===== src/rtl/core/cfs_pkg.sv =====
// shared types and constants for the four-way cache set with fifo replacement
// no dependencies
package cfs_pkg;

	localparam int CFS_WAYS        = 4;
	localparam int CFS_BLOCK_BYTES = 64;
	localparam int CFS_TAG_BITS    = 8;

	// widths of the beat fields
	localparam int OP_W     = 3;
	localparam int TAG_W    = 8;
	localparam int WAY_W    = 2;
	localparam int OFFSET_W = 6;
	localparam int BYTE_W   = 8;

	// widest way index over the legal range of ways
	localparam int MAX_WAY_W = 4;

	typedef enum logic [OP_W-1:0] {
		OP_READ  = 3'd0,
		OP_ALLOC = 3'd1,
		OP_WRITE = 3'd2,
		OP_QUERY = 3'd3,
		OP_INVAL = 3'd4
	} op_t;

	typedef struct packed {
		logic                 hit;
		logic [MAX_WAY_W-1:0] hit_way;
		logic [MAX_WAY_W-1:0] victim;
		logic                 qvalid;
	} dir_res_t;

endpackage


===== src/rtl/core/cfs_tag_dir.sv =====
// tag, valid and fifo pointer registers with the parallel tag compare
// depends on cfs_pkg
module cfs_tag_dir import cfs_pkg::*; #(
	parameter int WAYS     = CFS_WAYS,
	parameter int TAG_BITS = CFS_TAG_BITS
) (
	input  logic             clk,
	input  logic             arst_n,
	input  logic             upd,
	input  op_t              op,
	input  logic [TAG_W-1:0] tag,
	input  logic [WAY_W-1:0] way,
	output dir_res_t         res
);

	localparam int IDX_W = (WAYS > 1) ? $clog2(WAYS) : 1;

	logic [TAG_BITS-1:0] tag_q [WAYS];
	logic [WAYS-1:0]     valid_q;
	logic [IDX_W-1:0]    ptr_q;
	logic [TAG_BITS-1:0] tag_in;
	logic [WAYS-1:0]     match;
	logic [IDX_W-1:0]    hit_idx;
	logic                way_in_range;

	assign tag_in       = TAG_BITS'(tag);
	assign way_in_range = int'(way) < WAYS;

	always_comb begin
		hit_idx = '0;
		for (int w = WAYS - 1; w >= 0; w--) begin
			match[w] = valid_q[w] && (tag_q[w] == tag_in);
			if (match[w]) begin
				hit_idx = IDX_W'(w);
			end
		end
	end

	always_comb begin
		res.hit     = |match;
		res.hit_way = MAX_WAY_W'(hit_idx);
		res.victim  = MAX_WAY_W'(ptr_q);
		res.qvalid  = way_in_range && valid_q[IDX_W'(way)];
	end

	always_ff @(posedge clk) begin
		if (upd && op == OP_ALLOC) begin
			tag_q[ptr_q] <= tag_in;
		end
	end

	always_ff @(posedge clk or negedge arst_n) begin
		if (!arst_n) begin
			valid_q <= '0;
			ptr_q   <= '0;
		end else if (upd) begin
			unique case (op)
				OP_ALLOC: begin
					valid_q[ptr_q] <= 1'b1;
					ptr_q          <= (int'(ptr_q) == WAYS - 1) ? '0 : ptr_q + 1'b1;
				end
				OP_INVAL: begin
					valid_q <= '0;
				end
				default: begin
				end
			endcase
		end
	end

endmodule


===== src/rtl/core/cfs_data_mem.sv =====
// data store of the set, one write and one read port, registered read
// depends on cfs_pkg
module cfs_data_mem import cfs_pkg::*; #(
	parameter int DEPTH = CFS_WAYS * CFS_BLOCK_BYTES
) (
	input  logic                     clk,
	input  logic                     we,
	input  logic [$clog2(DEPTH)-1:0] waddr,
	input  logic [BYTE_W-1:0]        wdata,
	input  logic                     re,
	input  logic [$clog2(DEPTH)-1:0] raddr,
	output logic [BYTE_W-1:0]        rdata
);

	logic [BYTE_W-1:0] mem_q [DEPTH];

	always_ff @(posedge clk) begin
		if (we) begin
			mem_q[waddr] <= wdata;
		end
		if (re) begin
			rdata <= mem_q[raddr];
		end
	end

endmodule


===== src/rtl/core/four_way_cache_set_fifo.sv =====
// one set of a set-associative cache with fifo replacement
// an accepted input beat passes the first stage registers and then the result register before its result beat
// throughput: one beat per cycle while the output is not stalled, at most one data memory read or write per beat
// reset: valid bits, the fifo pointer and the stage valid flags clear, tags and data stay undefined
// depends on cfs_pkg, cfs_tag_dir and cfs_data_mem
module four_way_cache_set_fifo import cfs_pkg::*; #(
	parameter int WAYS        = CFS_WAYS,
	parameter int BLOCK_BYTES = CFS_BLOCK_BYTES,
	parameter int TAG_BITS    = CFS_TAG_BITS
) (
	input  logic        clk,
	input  logic        arst_n,
	input  logic        s_tvalid,
	output logic        s_tready,
	input  logic [23:0] s_tdata,  // tag, way, offset, data_byte
	input  logic [2:0]  s_tuser,  // operation
	output logic        m_tvalid,
	input  logic        m_tready,
	output logic [15:0] m_tdata   // hit, way_out, read_data, way_valid, zero fill
);

	localparam int IDX_W  = (WAYS > 1) ? $clog2(WAYS) : 1;
	localparam int OFF_W  = $clog2(BLOCK_BYTES);
	localparam int DEPTH  = WAYS * BLOCK_BYTES;
	localparam int ADDR_W = $clog2(DEPTH);

	op_t                 op_in;
	logic [TAG_W-1:0]    tag_in;
	logic [WAY_W-1:0]    way_in;
	logic [OFFSET_W-1:0] offset_in;
	logic [BYTE_W-1:0]   byte_in;
	logic                accept;
	logic                advance;
	dir_res_t            dir_res;
	logic [OFF_W-1:0]    off_idx;
	logic                mem_we;
	logic [ADDR_W-1:0]   mem_waddr;
	logic [ADDR_W-1:0]   mem_raddr;
	logic [BYTE_W-1:0]   mem_rdata;

	logic                s1_valid_q;
	logic                hit_s1;
	logic [WAY_W-1:0]    way_s1;
	logic                qvalid_s1;

	logic                out_valid_q;
	logic                out_hit_q;
	logic [WAY_W-1:0]    out_way_q;
	logic [BYTE_W-1:0]   out_rdata_q;
	logic                out_qvalid_q;

	assign op_in     = op_t'(s_tuser);
	assign tag_in    = s_tdata[7:0];
	assign way_in    = s_tdata[9:8];
	assign offset_in = s_tdata[15:10];
	assign byte_in   = s_tdata[23:16];

	assign advance  = s1_valid_q && (!out_valid_q || m_tready);
	assign s_tready = !s1_valid_q || advance;
	assign accept   = s_tvalid && s_tready;

	assign off_idx   = OFF_W'(offset_in);
	assign mem_we    = accept && op_in == OP_WRITE && int'(way_in) < WAYS;
	assign mem_waddr = ADDR_W'({IDX_W'(way_in), off_idx});
	assign mem_raddr = ADDR_W'({IDX_W'(dir_res.hit_way), off_idx});

	cfs_tag_dir #(
		.WAYS     (WAYS),
		.TAG_BITS (TAG_BITS)
	) u_dir (
		.clk    (clk),
		.arst_n (arst_n),
		.upd    (accept),
		.op     (op_in),
		.tag    (tag_in),
		.way    (way_in),
		.res    (dir_res)
	);

	cfs_data_mem #(
		.DEPTH (DEPTH)
	) u_mem (
		.clk   (clk),
		.we    (mem_we),
		.waddr (mem_waddr),
		.wdata (byte_in),
		.re    (accept && op_in == OP_READ),
		.raddr (mem_raddr),
		.rdata (mem_rdata)
	);

	always_ff @(posedge clk or negedge arst_n) begin
		if (!arst_n) begin
			s1_valid_q  <= 1'b0;
			out_valid_q <= 1'b0;
		end else begin
			if (accept) begin
				s1_valid_q <= 1'b1;
			end else if (advance) begin
				s1_valid_q <= 1'b0;
			end
			if (advance) begin
				out_valid_q <= 1'b1;
			end else if (m_tready) begin
				out_valid_q <= 1'b0;
			end
		end
	end

	always_ff @(posedge clk) begin
		if (accept) begin
			hit_s1    <= 1'b0;
			way_s1    <= '0;
			qvalid_s1 <= 1'b0;
			case (op_in)
				OP_READ: begin
					hit_s1 <= dir_res.hit;
					way_s1 <= dir_res.hit ? WAY_W'(dir_res.hit_way) : '0;
				end
				OP_ALLOC: begin
					way_s1 <= WAY_W'(dir_res.victim);
				end
				OP_QUERY: begin
					qvalid_s1 <= dir_res.qvalid;
				end
				default: begin
				end
			endcase
		end
		if (advance) begin
			out_hit_q    <= hit_s1;
			out_way_q    <= way_s1;
			out_rdata_q  <= hit_s1 ? mem_rdata : '0;
			out_qvalid_q <= qvalid_s1;
		end
	end

	assign m_tvalid = out_valid_q;
	assign m_tdata  = {4'b0, out_qvalid_q, out_rdata_q, out_way_q, out_hit_q};

	a_stall_blocks_input: assert property (@(posedge clk) disable iff (!arst_n)
		(s1_valid_q && out_valid_q && !m_tready) |-> !s_tready)
		else $error("input taken while both stages are full and stalled");

	a_accept_fills_s1: assert property (@(posedge clk) disable iff (!arst_n)
		accept |=> s1_valid_q)
		else $error("accepted beat did not reach the first stage");

	a_miss_reads_zero: assert property (@(posedge clk) disable iff (!arst_n)
		(out_valid_q && !out_hit_q) |-> (out_rdata_q == '0))
		else $error("nonzero read data on a result without a hit");

	a_advance_loads_out: assert property (@(posedge clk) disable iff (!arst_n)
		advance |=> out_valid_q)
		else $error("result register not loaded after advance");

endmodule


===== config.mk =====
export PLATFORM = sky130hd
export DESIGN_NAME = four_way_cache_set_fifo
export DESIGN_NICKNAME = d
export VERILOG_FILES = /design/src/rtl/core/cfs_pkg.sv /design/src/rtl/core/cfs_tag_dir.sv /design/src/rtl/core/cfs_data_mem.sv /design/src/rtl/core/four_way_cache_set_fifo.sv
export SDC_FILE = /design/constraint.sdc
export NUM_CORES = 2
export LEC_CHECK = 0
export BUFFER_PORTS_ARGS = -buffer_cell sky130_fd_sc_hd__clkbuf_2
export CAP_MARGIN = 20
export CELL_PAD_IN_SITES_DETAIL_PLACEMENT = 2
export CELL_PAD_IN_SITES_GLOBAL_PLACEMENT = 2
export CORE_MARGIN = 5
export CORE_UTILIZATION = 55
export DETAILED_ROUTE_END_ITERATION = 7
export GPL_ROUTABILITY_DRIVEN = 0
export GPL_TIMING_DRIVEN = 0
export PLACE_DENSITY_LB_ADDON = 0.12
export SLEW_MARGIN = 20
export SYNTH_ARGS = -nofsm -noshare
export SYNTH_HDL_FRONTEND = slang
export SYNTH_SLANG_ARGS = --single-unit

===== constraint.sdc =====
create_clock -name clk -period 4.7 [get_ports clk]
set_input_delay 0.235 -clock clk [delete_from_list [all_inputs] [get_ports clk]]
set_output_delay 0.235 -clock clk [all_outputs]
set_load 0.02 [all_outputs]

==> flow_metrics.py, run 1 <==
metrics = {
    "die": {
        "fp.dieW_um": 393,
        "row_count": 140,
        "start_util_pct": 55.4,
        "die_y_um": 393,
        "io_pins": 49,
    },
    "logic_synthesis": {
        "avgSynthCellArea_um2": 22.2,
        "synth_ff_type": "edfxtp_1",
        "synthesis.area_mm2": 0.0807,
        "async_reset_ff_share_pct": 0.379,
        "synthesis.instances": 3638,
        "ys_ff_latch": 2112,
        "ys_types": 41,
        "synth_edf_count": 2104,
        "synth-seq-area-share_pct": 78.5,
        "ys_warn_count": 0,
    },
    "outcome": {
        "status": "stopped before the end",
        "error_message": "[ERROR DPL-0033] detailed placement checks failed during check placement.",
        "haltStage": "3_5_place_dp",
    },
    "place": {
        "port-buffer-count": 42,
        "dp_hpwl_um": 205000,
    },
}
## cells in the mapped netlist, drive strengths merged, types with 3 or more instances
cell type | instances | area share [%]
nor2b | 7 | 0.054
mux2 | 8 | 0.11
xnor2 | 25 | 0.27
mux4 | 513 | 14
or3 | 4 | 0.031
nand2 | 31 | 0.14
dfrtp | 8 | 0.25
clkbuf | 96 | 0.45
o22ai | 256 | 2.0
nand3 | 14 | 0.087
or3b | 3 | 0.033
nand4 | 5 | 0.039
nand3b | 4 | 0.037
a22o | 4 | 0.043
mux2i | 49 | 0.61
nor3 | 6 | 0.037
buf | 124 | 1.1
and2 | 13 | 0.10
ha | 4 | 0.062
nand2b | 3 | 0.023
a21o | 4 | 0.037
nor2 | 266 | 1.2
nor4 | 65 | 0.50
inv | 3 | 0.014
edfxtp | 2104 | 78
xor2 | 7 | 0.076
## cell families after synthesis
logic type / after synthesis / synth area share, %
adders and majority gates: 4 / 0.0620
muxes: 570 / 15.0
buffers and inverters: 223 / 1.57
and+or+nand+nor: 426 / 2.37
AOI/OAI and AO/OA: 270 / 2.12
DFF: 2112 / 78.5
xor gates and xnor gates: 32 / 0.347
other: 1 / 0.00464
## through the flow
stage          cell area, um2  setup slack [ns]  setup TNS, ns
2_1_floorplan           80800              2.13              0
3_3_place_gp            83400            -0.482        -472.97
==> run 2: changes to the inputs <==
--- a/config.mk
+++ b/config.mk
@@ -7,14 +7,12 @@
 export LEC_CHECK = 0
 export BUFFER_PORTS_ARGS = -buffer_cell sky130_fd_sc_hd__clkbuf_2
 export CAP_MARGIN = 20
-export CELL_PAD_IN_SITES_DETAIL_PLACEMENT = 2
-export CELL_PAD_IN_SITES_GLOBAL_PLACEMENT = 2
 export CORE_MARGIN = 5
-export CORE_UTILIZATION = 55
+export CORE_UTILIZATION = 40
 export DETAILED_ROUTE_END_ITERATION = 7
 export GPL_ROUTABILITY_DRIVEN = 0
 export GPL_TIMING_DRIVEN = 0
-export PLACE_DENSITY_LB_ADDON = 0.12
+export PLACE_DENSITY_LB_ADDON = 0.15
 export SLEW_MARGIN = 20
 export SYNTH_ARGS = -nofsm -noshare
 export SYNTH_HDL_FRONTEND = slang
==> flow_metrics.py, run 2 <==
metrics = {
    "outcome": {
        "status": "complete, no violations",
    },
    "sta": {
        "hold_viol": 0,
        "maxSlewHeadroom_pct": 18.7,
        "period_needed_ns": 3.72,
        "fmax_mhz": 269,
        "setup_viol": 0,
        "skew_ns": 0.0283,
        "setup_ws_ns": 0.978,
        "rsz0062_at_grt": "false",
        "tightest_slew_ns": 1.21,
        "slew_viol_final": 0,
        "fin_crit_sh_pct": 79.2,
    },
    "clock_network": {
        "cts_tree": "done",
        "cts_made_buffers": 217,
        "htree_levels": 4,
        "cts_resized": 0,
        "postCtsSetupBuffers": 0,
        "cts_sinks": 2112,
        "cts_buffer_depth": 3,
        "clock_latency_ns": 0.86,
        "path_clk_slew_ns": 0.06,
        "cts.root.buffer_cell": "clkbuf_16",
    },
    "logic_synthesis": {
        "synth_top_area_share_pct": 78.3,
        "yosysMostFrequentCell": "edfxtp_1",
        "yosys-top-cells-area": "edfxtp_1 78%, mux4_2 14%, o22ai_1 2.0%",
        "avgSynthCellArea_um2": 22.2,
        "yosys-top-cells-count": "2,104 x edfxtp_1, 513 x mux4_2, 266 x nor2_1",
        "ys_types": 41,
        "synthesis.area_mm2": 0.0807,
        "synth-seq-area-share_pct": 78.5,
        "async_reset_ff_share_pct": 0.379,
        "synth_edf_count": 2104,
        "synth_ff_type": "edfxtp_1",
        "synthesis.instances": 3638,
        "ys_ff_latch": 2112,
        "synth_top_cell_by_area": "edfxtp_1",
        "ys_warn_count": 0,
    },
    "final_layout": {
        "area_growth_pct": 14.7,
        "fillers": 16900,
        "nNetsFinal": 4000,
        "final_layout_size_suffix_gt1_share_pct": 25.5,
        "top_regs": "u_mem.mem_q (2048), u_dir.tag_q (32)",
        "top_register": "u_mem.mem_q",
        "final_common_cell": "edfxtp_1",
        "final_cell_count_no_fill": 6825,
        "largest_reg_flops": 2048,
        "final_util_pct": 45.9,
        "final_cell_mix": "2,104 x edfxtp_1, 513 x mux4_2, 266 x nor2_1",
    },
    "critical_path": {
        "crit_required_ns": 5.15,
        "end_kind": "register",
        "reg2reg_from": "m_tvalid",
        "start_kind": "input port",
        "path_class": "in2reg",
        "r2r-end": "u_mem.mem_q[180][6]",
        "cp_max_fo": 10,
        "r2r.worst_path.cells": 7,
        "regToRegSetupSlack_ns": 0.99,
        "crit_arrival_ns": 4.17,
    },
    "flow_run": {
        "maxCapViolCount": 0,
    },
    "worst_hold_path": {
        "min_from": "s_tdata[22]",
        "holdPathStages": 1,
        "min_path_type": "in2reg",
        "min_to": "u_mem.mem_q[145][6]",
    },
    "drt": {
        "wl_um": 229000,
        "routedWlPerCell_um": 33.5,
        "via_per_inst": 5.77,
        "drt.antenna.violating_nets": 0,
        "num_vias": 39409,
        "drc": 0,
        "drt_iter0_drc": 4410,
        "firstDrtPassIters": 7,
    },
    "power": {
        "switching_share_pct": 21.9,
        "seq_power_share_pct": 52.6,
        "peakVddDrop_mv": 0.408,
        "power-per-cell-area_mw_per_mm2": 427,
        "power.switching_uw": 8640,
        "clock_power_share_pct": 42.2,
        "p_int_uw": 30900,
        "pwr-share-comb_pct": 5.3,
        "p_leak_uw": 0.0284,
        "total_power_uw": 39500,
    },
    "die": {
        "io_pins": 49,
        "start_util_pct": 40.1,
        "row_count": 165,
        "die_area_mm2": 0.211,
        "fp.dieW_um": 459,
        "fp.coreArea_mm2": 0.201,
        "die_y_um": 459,
    },
    "place": {
        "place_inst": 6394,
        "pre_cts_ws_ns": 0.129,
        "port-buffer-count": 42,
        "dp_hpwl_um": 153000,
    },
    "grt": {
        "grt_overflow": 0,
        "first_global_vias": 39942,
        "track_usage_pct": 21.5,
        "grt_antenna_before_repair": 6,
        "grt_max_degree": 105,
        "grt_pass1_wl_um": 317000,
    },
}
run 2: worst max-delay path by stage:
stage	from	slack [ns]	cells past startpoint	to
detailed placement	s_tdata[11]	0.13	7	u_mem.mem_q[119][5]
finish	s_tdata[11]	0.98	8	u_mem.mem_q[99][5]
CTS	s_tdata[11]	1.05	7	u_mem.mem_q[119][0]
floorplan	m_tvalid	2.13	6	u_mem.mem_q[63][0]
global route	m_tvalid	0.95	7	u_mem.mem_q[180][5]
global placement	s_tdata[18]	-0.74	1	u_mem.mem_q[54][2]
run 2: kinds of logic after synthesis:
group | synth area share (%)
xor+xnor | 0.347
flops | 78.5
compound gates | 2.12
simple gates | 2.37
buf+inv | 1.57
mux | 15.0
fa+ha+maj | 0.0620
other cells | 0.00464
run 2: area by class of cell:
cell class / count / area (um2) / area share [%]
sequential: 2112 / 63400 / 68.5
buffer: 220 / 1290 / 1.39
clock buffer: 268 / 5710 / 6.16
tap: 2672 / 3340 / 3.61
inverter: 3 / 11.3 / 0.0122
antenna: 6 / 15.0 / 0.0162
clock inverter: 133 / 1130 / 1.22
timing repair buffer: 105 / 1550 / 1.67
multi-input combinational: 1306 / 16200 / 17.4
run 2: stage by stage:
step / instance area (um2) / hold slack (ns) / setup TNS (ns)
final: 92600 / 0.0590 / 0
after global routing: 92600 / 0.0607 / 0
after CTS: 92500 / 0.0432 / 0
after detailed placement: 85500 / 0.106 / 0
after global placement: 84300 / 0.105 / -1342.37
after floorplan: 80800 / -0.0606 / 0
run 2: critical path, stage by stage:
cell and delay (ns):
buf_2 0.18, buf_2 0.38, buf_1 0.65, nor2b_1 0.36, nand2_1 0.65, clkbuf_2 0.55
buf_16 0.28, nor2_1 0.83
run 2: power groups by stage:
stage / clock [uW] / combinational, uW / sequential, uW
floorplan: 0 / 949 / 21200
global placement: 0 / 1960 / 21300
detailed placement: 0 / 2070 / 21200
CTS: 17000 / 2090 / 20800
global route: 17800 / 2170 / 20800
finish: 16700 / 2080 / 20800
run 2: per-layer routing:
metal | up-vias | routed length [um] | GRT usage (%)
met5 | - | 0 | 0
met4 | 0 | 6530 | 6.21
met3 | 321 | 15200 | 4.03
met2 | 1479 | 110000 | 34.3
met1 | 21489 | 97200 | 30.6
li1 | 16120 | - | -
run 2: timing repair:
item,CTS,global route
endpoints found under the hold margin,257,0
hold buffers,24,0
endpoints found under the setup margin,0,0
No activity file was read; power rests on OpenSTA's default activity.
